### config.mk
export PLATFORM = sky130hd
export DESIGN_NAME = psu_outq
export DESIGN_NICKNAME = d
export VERILOG_FILES = /design/src/hw/rtl/psu_pkg.sv /design/src/hw/rtl/psu_outq.sv
export SDC_FILE = /design/constraint.sdc
export NUM_CORES = 1
export LEC_CHECK = 0
export BUFFER_PORTS_ARGS = -buffer_cell sky130_fd_sc_hd__buf_2
export CELL_PAD_IN_SITES_DETAIL_PLACEMENT = 0
export CELL_PAD_IN_SITES_GLOBAL_PLACEMENT = 1
export CORE_MARGIN = 1
export CORE_UTILIZATION = 42
export DETAILED_ROUTE_END_ITERATION = 10
export GPL_TIMING_DRIVEN = 0
export PLACE_DENSITY = 0.85
export SETUP_SLACK_MARGIN = 0.02
export SYNTH_ARGS = -nofsm -noshare
export SYNTH_HDL_FRONTEND = slang
export SYNTH_SLANG_ARGS = --single-unit
export TNS_END_PERCENT = 10
### constraint.sdc
create_clock -name clk -period 1.8 [get_ports clk]
set_clock_uncertainty 0.1 [all_clocks]
set_input_delay 0.36 -clock clk [delete_from_list [all_inputs] [get_ports clk]]
set_output_delay 0.36 -clock clk [all_outputs]
set_load 0.1 [all_outputs]
### src/hw/rtl/psu_pkg.sv
// Shared types and constants for the PNG scanline unfilter block.
package psu_pkg;

  localparam int ROW_W     = 14;
  localparam int PIX_W     = 4;
  localparam int CFG_IDX_W = 2;
  localparam int CFG_DATA_W = 14;

  localparam logic [ROW_W-1:0] ROW_BYTES_RST = 14'd1024;
  localparam logic [PIX_W-1:0] PIX_BYTES_RST = 4'd4;

  // Output queue: deep enough for the compute stage plus two waiting words.
  localparam int OQ_DEPTH = 3;
  localparam int OQ_PTR_W = 2;
  localparam int OQ_CNT_W = 2;
  localparam logic [OQ_CNT_W:0] OQ_ACCEPT_MAX = 3'd2;

  typedef enum logic [CFG_IDX_W-1:0] {
    REG_ROW_BYTES = 2'd0,
    REG_PIX_BYTES = 2'd1
  } psu_reg_e;

  localparam logic [7:0] FILT_NONE  = 8'd0;
  localparam logic [7:0] FILT_SUB   = 8'd1;
  localparam logic [7:0] FILT_UP    = 8'd2;
  localparam logic [7:0] FILT_AVG   = 8'd3;
  localparam logic [7:0] FILT_PAETH = 8'd4;

  typedef struct packed {
    logic [7:0] filtered_byte;
    logic       image_start;
  } in_word_t;

  typedef struct packed {
    logic [7:0] pixel_byte;
    logic       row_last;
  } out_word_t;

  // Data byte handed from the row sequencer to the reconstruction stage.
  typedef struct packed {
    logic       valid;
    logic       last;
    logic       first_row;
    logic [7:0] row_filter;
    logic [7:0] data;
  } psu_issue_t;

  typedef struct packed {
    logic      valid;
    out_word_t word;
  } psu_result_t;

endpackage

### src/hw/rtl/psu_outq.sv
// Output queue: holds reconstructed words until the receiver takes them.
module psu_outq import psu_pkg::*; (
  input  logic                clk,
  input  logic                rst_n,
  input  psu_result_t         result,
  output logic                out_valid,
  input  logic                out_stall,
  output out_word_t           out_data,
  output logic [OQ_CNT_W-1:0] count
);

  out_word_t           q_r [OQ_DEPTH];
  logic [OQ_PTR_W-1:0] head_r, head_nxt, tail_r, tail_nxt;
  logic [OQ_CNT_W-1:0] count_r, count_nxt;
  logic                push, pop;

  function automatic logic [OQ_PTR_W-1:0] wrap_inc(input logic [OQ_PTR_W-1:0] p);
    return (p == OQ_PTR_W'(OQ_DEPTH - 1)) ? '0 : p + OQ_PTR_W'(1);
  endfunction

  always_comb begin
    push      = result.valid;
    out_valid = (count_r != '0);
    pop       = out_valid && !out_stall;
    out_data  = q_r[head_r];
    count     = count_r;
    head_nxt  = pop  ? wrap_inc(head_r) : head_r;
    tail_nxt  = push ? wrap_inc(tail_r) : tail_r;
    count_nxt = count_r + OQ_CNT_W'(push) - OQ_CNT_W'(pop);
  end

  always_ff @(posedge clk) begin
    if (push) q_r[tail_r] <= result.word;
  end

  always_ff @(posedge clk) begin
    if (!rst_n) begin
      head_r  <= '0;
      tail_r  <= '0;
      count_r <= '0;
    end else begin
      head_r  <= head_nxt;
      tail_r  <= tail_nxt;
      count_r <= count_nxt;
    end
  end

`ifndef NO_ASSERTIONS
  a_no_overflow: assert property (@(posedge clk) disable iff (!rst_n)
    push && !pop |-> count_r != OQ_CNT_W'(OQ_DEPTH))
    else $error("output queue overflow");

  a_count_tracks: assert property (@(posedge clk) disable iff (!rst_n)
    push && !pop |=> count_r == $past(count_r) + OQ_CNT_W'(1))
    else $error("output queue count lost a word");
`endif

endmodule

==> key figures <==
Setup path
  • Critical Path Sink Type: output pin
  • Worst-path cell chain: buf_8, mux2i_4, o21ai_4, buf_12
  • CP max FO: 5
  • Reg2reg setup slack: 0.29 ns
  • CP Buf/Inv Count: 2
  • Type of the worst setup path: reg -> out
  • Reg2Reg Depth: 2
  • Crit-path slowest cell: dfxtp_2
  • Worst Path Required: 1.34 ns
  • Levels on crit path: 4
  • CP arrival: 1.35 ns
  • Critical path's largest stage delay: 0.35 ns
  • Critical path's top delay family: flip-flops
  • Crit start category: flop

Min path
  • Worst min path class: in -> reg
  • Hold path cells: 1

Drt
  • DR pass1 iterations: 4
  • WL/cell: 14.1 um
  • DRT antenna net count: 0
  • DRT Wirelength: 2410 um
  • # DRC: 0
  • Initial detailed-routing violation count: 13
  • Vias after detailed routing: 839
  • Via density: 4.94

Finish
  • Commonest cells after routing, fill and taps aside: edfxtp_1 (27), nand2_1 (14), buf_2 (14)
  • Final Instance Area: 0.00179 mm2
  • Antenna diodes: 0
  • Ratio of cells with drive above 1 in the final layout: 45.2%
  • Final-layout fill cell count: 253
  • Most common cell after layout, fill and taps aside: edfxtp_1
  • Area Growth Syn to Fin: 32.3%
  • Nets: 139

Timing
  • RSZ-0062 raised after global routing: yes
  • Crit path time final: 1.81 ns
  • Tcrit/Tclk final: 100%
  • Final WS setup: -0.00804 ns
  • Max Transition Viols Final: 0
  • Final Hold Fails: 0
  • Fin Hold WS: 0.128 ns
  • Peak Freq: 0.553 GHz
  • Setup violators final: 3
  • Slew margin rel.: 45.8%
  • Slew @ Worst Pin: ~0.81 ns

Synth
  • Syn Area/Cell: 14.5 um2
  • Adder-Cell Fraction of Synth Area: 0.927%
  • Sequential element share of the synthesized area: 71.9%
  • Synth Area in Simple Gates: under 10%
  • Mapped Area: 0.00135 mm2
  • Synthesis Warnings: 0
  • Synth Instances: 93
  • Mux cell area share after synthesis: 10.4%
  • Largest family of logic cells by synthesized area: multiplexers
  • Unique masters post-synth: 22
  • Compound-gate portion of the synthesized area: 6.02%
  • FF+latch count, synth: 35
  • XOR/XNOR Fraction of Synth Area: 0%
  • Post-Syn Nets: 107

Placed design
  • Placed cell areas: 0.00157 mm2
  • Post-DP HPWL: 1620 um
  • Port Buf Inserts: 24
  • Routability cong.: around 0.65

Run
  • Max-cap viol count: 0

GRT
  • Largest net degree at the start of global routing: 12
  • Met1 usage: approximately 18%
  • Met2 usage: between 20% and 30%
  • Vias in the first global route: 822
  • Gr busiest metal: met2
  • Total GRT Usage: between 15 and 20%
  • First-pass GRT wire length: roughly 3800 um
  • Initial antenna violation count: 0
  • Grt met3 use: 5.93%
  • GRT overflow: 0

Status
  • Failing checks: setup timing
  • Outcome: finished with violations

Clock tree
  • CTS buffer count: 5
  • CTS tree: built
  • Clock Pin Slew Worst Setup and Hold Paths: 0.10 ns
  • CTS Root Cell: clkbuf_4
  • # hold bufs at CTS: 0
  • H-tree depth: 2
  • Clk sinks: 35
  • Clk buf depth: 2
  • Clock Latency Late Sink: between 0.3 and 0.4 ns

Power and ir drop
  • LEAKAGE: 0.677 nW
  • Power Dens Cells: 994 mW/mm2
  • Peak VDD IR: 0.000526 V

Floorplan
  • CORE AREA: 0.00305 mm2
  • Initial core utilization: between 40 and 50%
  • Die H: 58.7 um
  • IO Count: 25
  • Die Wd: 58.7 um
  • Rows: 20
  • Die area: 0.00345 mm2
[kinds of logic (layout without fill, tap and decap cells)]
kind of cell	Yosys count	count (layout)
buf+inv	4	37
compound gates	14	14
flops	35	35
mux	14	14
simple gates	25	25
fa+ha+maj	1	1
[layout make-up]
class | instances | area (um2) | share of cell area [%]
Buffer | 2 | 22.5 | 1.26
Clock buffer | 6 | 41.3 | 2.31
Clock inverter | 2 | 11.3 | 0.630
Inverter | 1 | 3.75 | 0.210
Multi-Input combinational cell | 54 | 435 | 24.4
Sequential cell | 35 | 978 | 54.8
Tap cell | 44 | 55.1 | 3.08
Timing Repair Buffer | 26 | 239 | 13.4
[repair_timing]
item | CTS | global route
gates cloned | 1 | 0
setup buffers | 1 | 0
setup endpoints to repair | 9 | 10
gates resized for setup | 37 | 7
[synthesized netlist by cell type (all sizes together)]
master   n  area share [%]
edfxtp  27              60
mux2i   14              10
nand2   14             3.9
o21ai   11             4.1
dfxtp    8              12
buf      2            0.74
nand2b   2            0.93
nand3b   2             1.1
a21boi   1            0.56
and2     1            0.56
clkbuf   1            0.28
ha       1            0.93
inv      1            0.28
nor2     1            0.28
nor2b    1            0.46
nor3b    1            0.56
o21a     1            0.56
o21bai   1            0.83
or2      1            0.46
or2b     1            0.56
or3b     1            0.65
[flip-flops by register name (all words and copies together), names as in the netlist, named ones only]
name    flops
tail_r      2
head_r      2
q_r        27
count       2
[path summary, 6_finish.rpt]
kind,startpoint,to
min,result[1],q_r[0][1]
max,flop,out_data[3]
min reg2reg,head_r[0],flop
max reg2reg,tail_r[1],q_r[2][4]
[per-layer routing]
metal | share of wire [%] | up-vias
met5 | 0 | -
met4 | 1.7 | 0
met3 | 4.5 | 4
met2 | 54 | 25
met1 | 40 | 405
li1 | - | 405
[where the power goes]
| part | leakage (nW) | internal, mW | switching (mW) |
|---|---|---|---|
| clock | 0.0326 | 0.152 | 0.247 |
| combinational | 0.327 | 0.144 | 0.303 |
| sequential | 0.317 | 0.909 | 0.0203 |
| total | 0.677 | 1.20 | 0.570 |
[metrics by stage]
step                      worst slack (ns)  setup TNS [ns]  instances  total power [mW]  util [%]
final                             -0.00804         -0.0204        170              1.78      58.5
after global routing               -0.0738          -0.489        170              1.84      58.5
after CTS                          -0.0325          -0.214        170              1.78      57.7
after detailed placement            -0.490           -4.19        161              1.31      51.6
after global placement              -0.472           -8.05        161              1.30      51.4
after floorplan                     -0.116          -0.930         93              1.24         -
Power figures use the tool's default switching activity.
