$ cat config.mk
export PLATFORM = sky130hd
export DESIGN_NAME = psu_front
export DESIGN_NICKNAME = d
export VERILOG_FILES = /design/src/hw/rtl/psu_pkg.sv /design/src/hw/rtl/psu_front.sv
export SDC_FILE = /design/constraint.sdc
export NUM_CORES = 1
export LEC_CHECK = 0
export ABC_CLOCK_PERIOD_IN_PS = 3800
export BUFFER_PORTS_ARGS = -buffer_cell sky130_fd_sc_hd__buf_2
export CAP_MARGIN = 15
export CORE_AREA = 2 2 60 62
export CTS_CLUSTER_SIZE = 25
export DETAILED_ROUTE_END_ITERATION = 8
export DIE_AREA = 0 0 62 64
export PLACE_DENSITY = 0.81
export SYNTH_ARGS = -nofsm -noshare
export SYNTH_HDL_FRONTEND = slang
export SYNTH_SLANG_ARGS = --single-unit
export TNS_END_PERCENT = 1
$ cat constraint.sdc
create_clock -name clk -period 3.8 [get_ports clk]
set_input_delay 0 -clock clk [delete_from_list [all_inputs] [get_ports clk]]
set_output_delay 0 -clock clk [all_outputs]
set_load 0.1 [all_outputs]
$ cat src/hw/rtl/psu_pkg.sv
// Shared types and constants for the PNG scanline unfilter block.
package psu_pkg;

  localparam int ROW_W     = 14;
  localparam int PIX_W     = 4;
  localparam int CFG_IDX_W = 2;
  localparam int CFG_DATA_W = 14;

  localparam logic [ROW_W-1:0] ROW_BYTES_RST = 14'd1024;
  localparam logic [PIX_W-1:0] PIX_BYTES_RST = 4'd4;

  // Output queue: deep enough for the compute stage plus two waiting words.
  localparam int OQ_DEPTH = 3;
  localparam int OQ_PTR_W = 2;
  localparam int OQ_CNT_W = 2;
  localparam logic [OQ_CNT_W:0] OQ_ACCEPT_MAX = 3'd2;

  typedef enum logic [CFG_IDX_W-1:0] {
    REG_ROW_BYTES = 2'd0,
    REG_PIX_BYTES = 2'd1
  } psu_reg_e;

  localparam logic [7:0] FILT_NONE  = 8'd0;
  localparam logic [7:0] FILT_SUB   = 8'd1;
  localparam logic [7:0] FILT_UP    = 8'd2;
  localparam logic [7:0] FILT_AVG   = 8'd3;
  localparam logic [7:0] FILT_PAETH = 8'd4;

  typedef struct packed {
    logic [7:0] filtered_byte;
    logic       image_start;
  } in_word_t;

  typedef struct packed {
    logic [7:0] pixel_byte;
    logic       row_last;
  } out_word_t;

  // Data byte handed from the row sequencer to the reconstruction stage.
  typedef struct packed {
    logic       valid;
    logic       last;
    logic       first_row;
    logic [7:0] row_filter;
    logic [7:0] data;
  } psu_issue_t;

  typedef struct packed {
    logic      valid;
    out_word_t word;
  } psu_result_t;

endpackage

$ cat src/hw/rtl/psu_front.sv
// Row sequencer: filter byte capture, column count and prior-row read issue.
module psu_front import psu_pkg::*; #(
  parameter int COL_W = 13,
  parameter int LEN_W = 14
) (
  input  logic             clk,
  input  logic             rst_n,
  input  logic             accept,
  input  in_word_t         in_data,
  input  logic [LEN_W-1:0] row_len,
  output psu_issue_t       issue,
  output logic [COL_W-1:0] issue_col,
  output logic             hist_clr
);

  logic [COL_W-1:0] column_r, column_nxt;
  logic [7:0]       row_filter_r, row_filter_nxt;
  logic             first_row_r, first_row_nxt;
  logic             await_r, await_nxt;
  logic [LEN_W-1:0] col_inc;
  logic             is_filter;
  logic             row_end;

  always_comb begin
    column_nxt     = column_r;
    row_filter_nxt = row_filter_r;
    first_row_nxt  = first_row_r;
    await_nxt      = await_r;
    col_inc        = LEN_W'(column_r) + LEN_W'(1);
    row_end        = (col_inc >= row_len);
    is_filter      = await_r || in_data.image_start;
    hist_clr       = accept && is_filter;

    issue.valid      = accept && !is_filter;
    issue.last       = row_end;
    issue.first_row  = first_row_r;
    issue.row_filter = row_filter_r;
    issue.data       = in_data.filtered_byte;
    issue_col        = column_r;

    if (accept) begin
      if (is_filter) begin
        if (in_data.image_start) first_row_nxt = 1'b1;
        row_filter_nxt = in_data.filtered_byte;
        column_nxt     = '0;
        await_nxt      = 1'b0;
      end else if (row_end) begin
        column_nxt    = '0;
        first_row_nxt = 1'b0;
        await_nxt     = 1'b1;
      end else begin
        column_nxt = COL_W'(col_inc);
      end
    end
  end

  always_ff @(posedge clk) begin
    if (!rst_n) begin
      column_r     <= '0;
      row_filter_r <= FILT_NONE;
      first_row_r  <= 1'b1;
      await_r      <= 1'b1;
    end else begin
      column_r     <= column_nxt;
      row_filter_r <= row_filter_nxt;
      first_row_r  <= first_row_nxt;
      await_r      <= await_nxt;
    end
  end

`ifndef NO_ASSERTIONS
  a_last_awaits_filter: assert property (@(posedge clk) disable iff (!rst_n)
    issue.valid && issue.last |=> await_r && column_r == '0)
    else $error("row end did not return to filter byte");

  a_clr_not_data: assert property (@(posedge clk) disable iff (!rst_n)
    hist_clr |-> !issue.valid)
    else $error("filter byte issued as data");
`endif

endmodule

==> reports/qor.csv, run 1 <==
stage,metric,value,unit
synth,syn_inst,177,
setup_path,crit_type,flop to flop,
power,p_leak,1.06,nW
routing,drt_wl_total,3.49,mm
setup_path,cp.required,4.08,ns
synth,synth_seq_area_share,29.0,%
cells_and_area,nFillCells,303,
setup_path,endpoint_kind,flop,
global_routing,antenna_found_initial,0,
power,p_clk_share,23.1,%
clock_network,path_clk_slew,0.13,ns
synth,synth-edff-count,0,
routing,wl_per_cell,12.5,um
clock_network,cts-root-buf,clkbuf_4,
floorplanning,fp-row-count,21,
routing,drt_pre_antenna_iters,4,
timing,fmax,277,MHz
clock_network,cts_buffers,3,
global_routing,grt_max_degree,15,
synth,synth-seq-cells,23,
synth,synth_top_flop_cell,dfxtp_1,
global_routing,gr-usage-all-layers,19.2,%
synth,syn_area_per_cell,8.98,um^2
routing,drc,0,
routing,vias,1407,
global_routing,grt_pass1_wl,5.69,mm
run_status,status,completed,
job,max_cap_viol_count,0,
power,p_seq_share,47.8,%
cells_and_area,syn2layout_area_growth,23.9,%
power,intPower,0.327,mW
floorplanning,dieWidth,62,um
synth,synth_most_common_cell,dfxtp_1,
placement,portBuffers,58,
power,switching_share,37.8,%
timing,relSlewSlack,40.3,%
clock_network,post_cts_buffers,0,
floorplanning,die_area,0.00397,mm^2
routing,via_per_inst,5.04,
setup_path,worstPathArrival,3.89,ns
timing,setup_viol_count_final,0,
setup_path,critPathLaunchType,flop,
clock_network,clkSinkCount,23,
placement,gp_congestion,0.886,
synth,yosysWarnings,0,
cells_and_area,nNetsFinal,275,
timing,hold_viol,0,
floorplanning,io_pins,59,
cells_and_area,final_util,60.0,%
timing,worst_slew_pin_slew,0.894,ns
floorplanning,core_area,0.00328,mm^2
timing,rsz0062_at_grt,false,
global_routing,overflow,0,
synth,ys_types,40,
floorplanning,initial_core_util,48.4,%
synth,syn_area,0.00159,mm^2
synth,synth-async-reset-ratio,0,%
synth,synth_area_leaders,"dfxtp_1, ha_1, buf_4",
power,ir_drop,115,uV
timing,skew,0.00197,ns
cells_and_area,drive_gt1_share,32.2,%
clock_network,cts_tree,built,
timing,maxSlewViolCount,0,
clock_network,cts_buffer_depth,2,
timing,fin_setup_tns,0,ns
synth,synth_commonest_cells,"dfxtp_1, inv_1, ha_1",
routing,ant_nets,0,
global_routing,grt_pass1_vias,1321,
floorplanning,fp.dieH,64,um
routing,dr.first_iter.drc_count,27,
power,p_per_area,267,mW/mm^2
timing,period_needed,3.61,ns
setup_path,cp_max_fo,10,
clock_network,htreeDepth,1,
synth,syn_nets,218,
timing,finalCritPeriodShare,94.9,%
power,p_comb_share,29.2,%
synth,yosysTopAreaCellShare,29.0,%
clock_network,clk_latency,0.33,ns
placement,hpwl,2.55,mm
power,switching_power,0.199,mW
min_path,hold_class,primary input to flop,
synth,synth_area_leader_cell,dfxtp_1,
cells_and_area,num_antenna_cells,0,
## timing repair
item | 4_1_cts | 5_1_grt
setup endpoints to repair | 0 | 1
hold buffers | 10 | 0
gates resized for setup | 0 | 1
endpoints found under the hold margin | 9 | 0
## final timing paths
path | start | to | slack (ns) | cells after the start
min | in_data[0] | await_r | 0.03 | 3
min reg2reg | row_filter_r[2] | row_filter_r[2] | 0.53 | 2
max reg2reg | issue_col[0] | first_row_r | 0.19 | 12
max | issue_col[0] | first_row_r | 0.19 | 12
## power groups by stage
stage | Combinational (mW) | Sequential (mW) | Clock (mW)
2_1_floorplan | 0.0804 | 0.297 | 0
3_5_place_dp | 0.146 | 0.257 | 0
5_1_grt | 0.164 | 0.252 | 0.137
3_3_place_gp | 0.145 | 0.256 | 0
4_1_cts | 0.153 | 0.251 | 0.123
6_report | 0.153 | 0.251 | 0.121
## worst max-delay path, stage by stage (launching register included)
cell           delay [ns]
dfxtp_2              0.41
ha_1                 0.24
nand3_1              0.21
nor2_2               0.24
buf_4                0.17
xor2_1               0.17
ha_1                 0.25
o21a_1               0.17
o2111ai_1            0.27
a31oi_4              0.13
or4_4                0.58
o2111ai_2            0.16
dlygate4sd3_1        0.56
## kinds of logic (layout without fill, tap and decap cells)
family          count (synthesis)  after routing  synth area share (%)
flops                          23             23                  29.0
xor+xnor                       11             11                  6.06
buf+inv                        35             91                  11.4
fa+ha+maj                      15             15                  11.8
simple gates                   55             55                  20.6
compound gates                 30             30                  16.1
mux                             8              8                  5.04
## flip-flops by register name (all words and copies together) (netlist names)
register / cells
first_row_r: 1
await_r: 1
row_filter_r: 8
issue_col: 13
## layout make-up
type	count	area (um^2)	share of cell area, %
clock buffer	3	22.5	1.14
sequential	23	463	23.5
multi-input combinational	119	951	48.3
inverter	17	63.8	3.24
clock inverter	1	7.51	0.381
tap	46	57.6	2.92
timing repair buffer	70	405	20.6
## cells in the final DEF (no fill, tap or decap), drive strengths merged, types with 2 or more instances in the layout
cell	n
a211o	2
a21o	4
a21oi	4
a221o	3
a22o	7
and3	4
and4	3
buf	60
clkbuf	3
dfxtp	23
dlygate4sd3	10
ha	15
inv	17
mux2i	8
nand2	9
nand3	8
nand4	2
nor2	7
nor2b	11
nor3	4
nor4b	2
o2111ai	2
o21ai	2
o31ai	3
or4	2
xnor2	7
xor2	4
## per-stage QoR
stage          cells  worst slack [ns]  hold WS [ns]  total power [mW]  cell area, um^2
2_1_floorplan    177             0.106         0.144             0.378             1590
3_3_place_gp     265             0.468         0.268             0.401             1840
3_5_place_dp     265             0.408         0.266             0.402             1840
4_1_cts          279             0.130        0.0292             0.527             1970
5_1_grt          279           0.00881        0.0328             0.553             1970
6_report         279             0.194        0.0318             0.526             1970
## per-layer routing
metal,wire (um),vias to the layer above,GRT usage (%)
met5,0,-,0
met4,86,0,9.31
met3,193,7,3.24
met2,1590,54,30.7
met1,1620,618,24.2
li1,-,728,-
Power figures use the tool's default switching activity.
==> run 2: changes to the inputs <==
ABC_AREA = 1   (was unset)
CORE_AREA = 2 2 44 86   (was 2 2 60 62)
DIE_AREA = 0 0 46 88   (was 0 0 62 64)
PLACE_DENSITY = 0.8   (was 0.81)
==> run 2 against run 1 <==
  * Final cell count is 17% higher
  * Non-clock buffer count shrank 3
  * Sequential share of layout area fell by 0.082 points
  * Via count rose by 18%
  * Critical path type is now flop to output port
  * Highest routed layer unchanged
  * Global-route usage rose by 1.3 points
==> reports/qor.csv, run 2 <==
stage,metric,value,unit
global_routing,grt_max_degree,17,
timing,maxSlewViolCount,0,
job,max_cap_viol_count,0,
placement,gp_congestion,0.898,
synth,synth-seq-cells,23,
timing,relSlewSlack,58.2,%
timing,hold_viol,0,
routing,dr.first_iter.drc_count,19,
timing,skew,0.00165,ns
synth,synth_area_leaders,"dfxtp_1, nand2_1, ha_1",
power,p_seq_share,44.3,%
power,p_clk_share,26.7,%
setup_path,crit_family,simple AND/OR/NAND/NOR gates,
floorplanning,core_area,0.00338,mm^2
clock_network,path_clk_slew,0.08,ns
setup_path,critPathSlowestCell,nor2_2,
synth,synth_seq_area_share,28.8,%
min_path,hold_class,primary input to flop,
clock_network,cts-root-buf,clkbuf_8,
cells_and_area,fin_area,0.00197,mm^2
power,p_comb_share,29.0,%
synth,syn_nets,278,
power,switching_share,37.4,%
power,ir_drop,298,uV
timing,rsz0062_at_grt,false,
setup_path,worstPathArrival,3.19,ns
synth,syn_inst,237,
setup_path,cp.required,3.80,ns
power,finalPower,0.574,mW
setup_path,critPathLaunchType,flop,
synth,ys_types,23,
setup_path,worst_path_largest_cell_delay,0.49,ns
synth,syn_area_per_cell,6.74,um^2
routing,vias,1659,
synth,yosysWarnings,0,
floorplanning,dieWidth,46,um
cells_and_area,syn2layout_area_growth,23.2,%
global_routing,grt_pass1_vias,1581,
cells_and_area,multi_input_area,913,um^2
setup_path,path_common_cell,nand2_1,
routing,wl_per_cell,12.2,um
cells_and_area,final_util,58.2,%
synth,synth-edff-count,0,
cells_and_area,drive_gt1_share,24.8,%
global_routing,overflow,0,
cells_and_area,nFillCells,359,
placement,hpwl,3.07,mm
synth,synth-async-reset-ratio,0,%
synth,synth_area_leader_cell,dfxtp_1,
clock_network,htreeDepth,1,
power,switching_power,0.214,mW
timing,finalCritPeriodShare,84.0,%
clock_network,cts_buffers,3,
global_routing,grt_pass1_wl,6.24,mm
run_status,status,completed,
floorplanning,fp.dieH,88,um
placement,portBuffers,58,
synth,synth_most_common_cell,nand2_1,
synth,synth_top_flop_cell,dfxtp_1,
power,p_per_area,292,mW/mm^2
setup_path,path_buf_inv,3,
setup_path,endpoint_kind,output port,
routing,drc,0,
clock_network,cts.repair.resized,0,
timing,holdWs,0.0127,ns
floorplanning,die_area,0.00405,mm^2
global_routing,antenna_found_initial,0,
floorplanning,initial_core_util,47.3,%
routing,via_per_inst,5.09,
placement,dpl-instance-area,0.00183,mm^2
power,intPower,0.359,mW
timing,fmax,313,MHz
power,p_leak,1.09,nW
global_routing,gr-usage-all-layers,20.5,%
clock_network,cts_buffer_depth,2,
routing,ant_nets,0,
floorplanning,io_pins,59,
cells_and_area,num_antenna_cells,0,
cells_and_area,ff_latch_area,460,um^2
synth,syn_area,0.00160,mm^2
clock_network,cts_tree,built,
timing,period_needed,3.19,ns
floorplanning,fp-row-count,30,
timing,setup_viol_count_final,0,
setup_path,crit_type,flop to output port,
clock_network,clk_latency,0.27,ns
clock_network,clkSinkCount,23,
cells_and_area,largest_reg_flops,13,
synth,synth_commonest_cells,"nand2_1, inv_1, nor2_1",
cells_and_area,layout.cells.most_common_list,"nand2_1, buf_2, inv_1, nor2_1, dfxtp_1",
routing,drt_pre_antenna_iters,4,
synth,yosysTopAreaCellShare,28.8,%
timing,worst_slew_pin_slew,0.625,ns
timing,fin_setup_tns,0,ns
clock_network,post_cts_buffers,0,
cells_and_area,nNetsFinal,336,
clock_network,cts_hold_buf,9,
setup_path,cp_max_fo,14,
setup_path,crit_chain,"ha_1, nand2_1, nor2_1, nand3_1, xnor2_1, ha_1, nand2_1, inv_1, nand2_1, nor2_1, nor2_1, nand2_1, nor2_2, inv_1, buf_2",
routing,drt_wl_total,3.98,mm
[run 2: cells by family after synthesis]
| kind of cell | after synthesis | share of synthesized area [%] |
|---|---|---|
| AOI/OAI and AO/OA | 30 | 9.64 |
| DFF | 23 | 28.8 |
| and+or+nand+nor | 114 | 31.5 |
| xor gates and xnor gates | 7 | 4.31 |
| buffers and inverters | 48 | 13.9 |
| adders and majority gates | 15 | 11.8 |
[run 2: layer usage]
layer	up-vias	global-route usage [%]	share of wire [%]
li1	847	-	-
met1	739	18.8	36
met2	59	39.6	55
met3	14	3.09	4.8
met4	0	10.1	3.6
met5	-	0	0
[run 2: area by class of cell]
type | instances | area share (%)
Tap cell | 32 | 2.04
Clock buffer | 4 | 2.29
Sequential cell | 23 | 23.4
Inverter | 34 | 6.49
Multi-Input combinational cell | 166 | 46.4
Timing Repair Buffer | 67 | 19.3
[run 2: power groups by stage]
stage | Clock [mW] | Sequential [mW] | Combinational (mW)
2_1_floorplan | 0 | 0.311 | 0.0791
3_3_place_gp | 0 | 0.259 | 0.157
3_5_place_dp | 0 | 0.259 | 0.160
4_1_cts | 0.156 | 0.254 | 0.167
5_1_grt | 0.163 | 0.255 | 0.175
6_report | 0.153 | 0.254 | 0.167
[run 2: through the flow]
step | cells | setup WS, ns
floorplan | 237 | 0.723
global placement | 313 | 1.05
detailed placement | 313 | 0.925
CTS | 326 | 0.626
global route | 326 | 0.278
finish | 326 | 0.607
[run 2: worst paths after layout]
path           startpoint            to  slack, ns  cells past startpoint
max          issue_col[0]     issue[17]       0.61                     15
min            in_data[0]   first_row_r       0.01                      3
max reg2reg  issue_col[0]  issue_col[4]       0.92                     15
min reg2reg   first_row_r   first_row_r       0.44                      2
[run 2: worst register-to-register path, cell delays in order, from the launching register on]
cell     delay [ns]
dfxtp_1        0.43
ha_1           0.22
nand2_1        0.10
nor2_1         0.19
nand3_1        0.11
xnor2_1        0.28
ha_1           0.29
nand2_1        0.06
inv_1          0.05
nand2_1        0.08
nor2_1         0.04
nor2_1         0.08
nand2_1        0.07
nor2_2         0.49
nand3_1        0.17
a21oi_1        0.16
==> run 3: changes to the inputs <==
ABC_CLOCK_PERIOD_IN_PS = 2600   (was 3800)
CORE_AREA = 2 2 46 91   (was 2 2 44 86)
DIE_AREA = 0 0 48 93   (was 0 0 46 88)
PLACE_DENSITY = 0.76   (was 0.8)
clock period = 2.6 ns   (was 3.8 ns; I/O delays follow)
==> run 3 against run 2 <==
  * Via count rose by 1.7%
  * Final cell count grew 8.9%
  * Global-route usage fell by 0.72 points
  * Largest cell class unchanged
  * Largest power group unchanged
==> reports/qor.csv, run 3 (same netlist as run 2, synthesis figures left out) <==
stage,metric,value,unit
routing,via_per_inst,4.75,
setup_path,crit_chain,"ha_4, nand2_2, nor2_4, xnor2_1, inv_1, ha_1, nand2_1, inv_1, nand2_1, nand2_1, nor2_1, nor2_1, nor2_2, buf_12, inv_2, buf_12",
run_status,status,completed,
global_routing,grt_pass1_vias,1611,
clock_network,clk_latency,0.27,ns
power,ir_drop,419,uV
floorplanning,io_pins,59,
floorplanning,core_area,0.00380,mm^2
timing,fmax,406,MHz
cells_and_area,fin_area,0.00218,mm^2
placement,gp_congestion,0.873,
timing,finalCritPeriodShare,94.7,%
cells_and_area,layout.cells.most_common_list,"nand2_1, buf_2, inv_1, nor2_1, a21oi_1",
timing,skew,0.00609,ns
routing,drt_wl_total,4.20,mm
clock_network,path_clk_slew,0.08,ns
global_routing,grt_pass1_wl,6.53,mm
setup_path,path_common_cell,nand2_1,
job,max_cap_viol_count,0,
timing,maxSlewViolCount,0,
floorplanning,fp-row-count,32,
cells_and_area,multi_input_area,978,um^2
setup_path,cp.required,2.60,ns
placement,portBuffers,58,
routing,wl_per_cell,11.8,um
setup_path,crit_family,simple AND/OR/NAND/NOR gates,
floorplanning,dieWidth,48,um
setup_path,crit_type,flop to output port,
timing,relSlewSlack,59.0,%
setup_path,path_buf_inv,5,
clock_network,cts_buffers,3,
cells_and_area,ff_latch_area,483,um^2
routing,drc,0,
floorplanning,fp.dieH,93,um
routing,ant_nets,0,
timing,setup_viol_count_final,0,
cells_and_area,drive_gt1_share,34.5,%
global_routing,antenna_found_initial,0,
floorplanning,die_area,0.00446,mm^2
timing,worst_slew_pin_slew,0.613,ns
placement,dpl-instance-area,0.00192,mm^2
placement,hpwl,3.13,mm
setup_path,worstPathArrival,2.46,ns
cells_and_area,syn2layout_area_growth,36.6,%
cells_and_area,largest_reg_flops,13,
placement,post-place-cells,336,
setup_path,critPathLaunchType,flop,
cells_and_area,num_antenna_cells,0,
clock_network,cts-root-buf,clkbuf_8,
timing,fin_setup_tns,0,ns
power,p_leak,1.16,nW
power,p_per_area,384,mW/mm^2
routing,dr.first_iter.drc_count,29,
global_routing,overflow,0,
cells_and_area,finalNonFillerCells,355,
min_path,hold_class,primary input to flop,
clock_network,cts_buffer_depth,2,
routing,drt_pre_antenna_iters,4,
setup_path,critPathSlowestCell,dfxtp_4,
global_routing,gr-usage-all-layers,19.8,%
cells_and_area,nFillCells,354,
setup_path,worst_path_largest_cell_delay,0.39,ns
routing,vias,1687,
timing,hold_viol,0,
clock_network,htreeDepth,1,
clock_network,cts_tree,built,
floorplanning,initial_core_util,42.0,%
clock_network,clkSinkCount,23,
cells_and_area,nNetsFinal,346,
setup_path,cp_max_fo,7,
global_routing,grt_max_degree,17,
setup_path,endpoint_kind,output port,
timing,period_needed,2.46,ns
run 3: changes by cell type in the layout (fill, tap and decap cells not counted), moves of 2 or more:
cell / delta
nor2_1: -3
dfxtp_2: +9
nor2_4: +2
dfxtp_4: +3
buf_4: +9
dfxtp_1: -12
buf_12: +2
run 3: stage by stage:
| step | utilization [%] | hold WS, ns | setup WS, ns | power (mW) |
|---|---|---|---|---|
| 2_1_floorplan | - | 0.120 | 0.0333 | 0.568 |
| 3_3_place_gp | 50.4 | 0.233 | 0.0842 | 0.607 |
| 3_5_place_dp | 50.4 | 0.240 | 0.0130 | 0.609 |
| 4_1_cts | 55.3 | 0.0192 | 0.0368 | 0.842 |
| 5_1_grt | 57.3 | 0.0512 | -0.0141 | 0.876 |
| 6_report | 57.3 | 0.0140 | 0.137 | 0.838 |
run 3: area by class of cell:
type / count / share of cell area [%]
clock buffer: 4 / 2.07
multi-input combinational: 166 / 44.9
tap: 51 / 2.93
inverter: 34 / 5.85
timing repair buffer: 77 / 22.1
sequential: 23 / 22.1
run 3: power breakdown:
part           switching, mW  internal [mW]
logic                  0.192         0.0524
registers            0.00723          0.361
clock network          0.116          0.110
run 3: metal layers:
metal / GRT usage (%) / part of all wire (%) / vias to the layer above
met5: 0 / 0 / -
met4: 5.41 / 1.4 / 0
met3: 4.63 / 5.4 / 6
met2: 37.7 / 58 / 58
met1: 19.1 / 35 / 755
li1: - / - / 868
run 3: worst min-delay path, delay by kind of cell:
kind | cells | cell delay [ns]
simple gates | 1 | 0.05
buf+inv | 1 | 0.13
compound gates | 1 | 0.08
run 3: final timing paths:
kind | from | to | slack [ns] | cells after the start
worst max register to register | issue_col[0] | issue_col[2] | 0.17 | 17
worst max-delay path | issue_col[0] | issue[17] | 0.14 | 16
worst min-delay path | in_data[0] | first_row_r | 0.01 | 3
worst min register to register | first_row_r | first_row_r | 0.45 | 2
run 3: timing repair:
| action | 4_1_cts | 5_1_grt |
|---|---|---|
| buffers inserted | 2 | 4 |
| endpoints found under the hold margin | 9 | 0 |
| cloned | 0 | 0 |
| gates resized for setup | 11 | 8 |
| pin swaps | 1 | 4 |
| endpoints found under the setup margin | 1 | 3 |
| hold buffers | 9 | 0 |
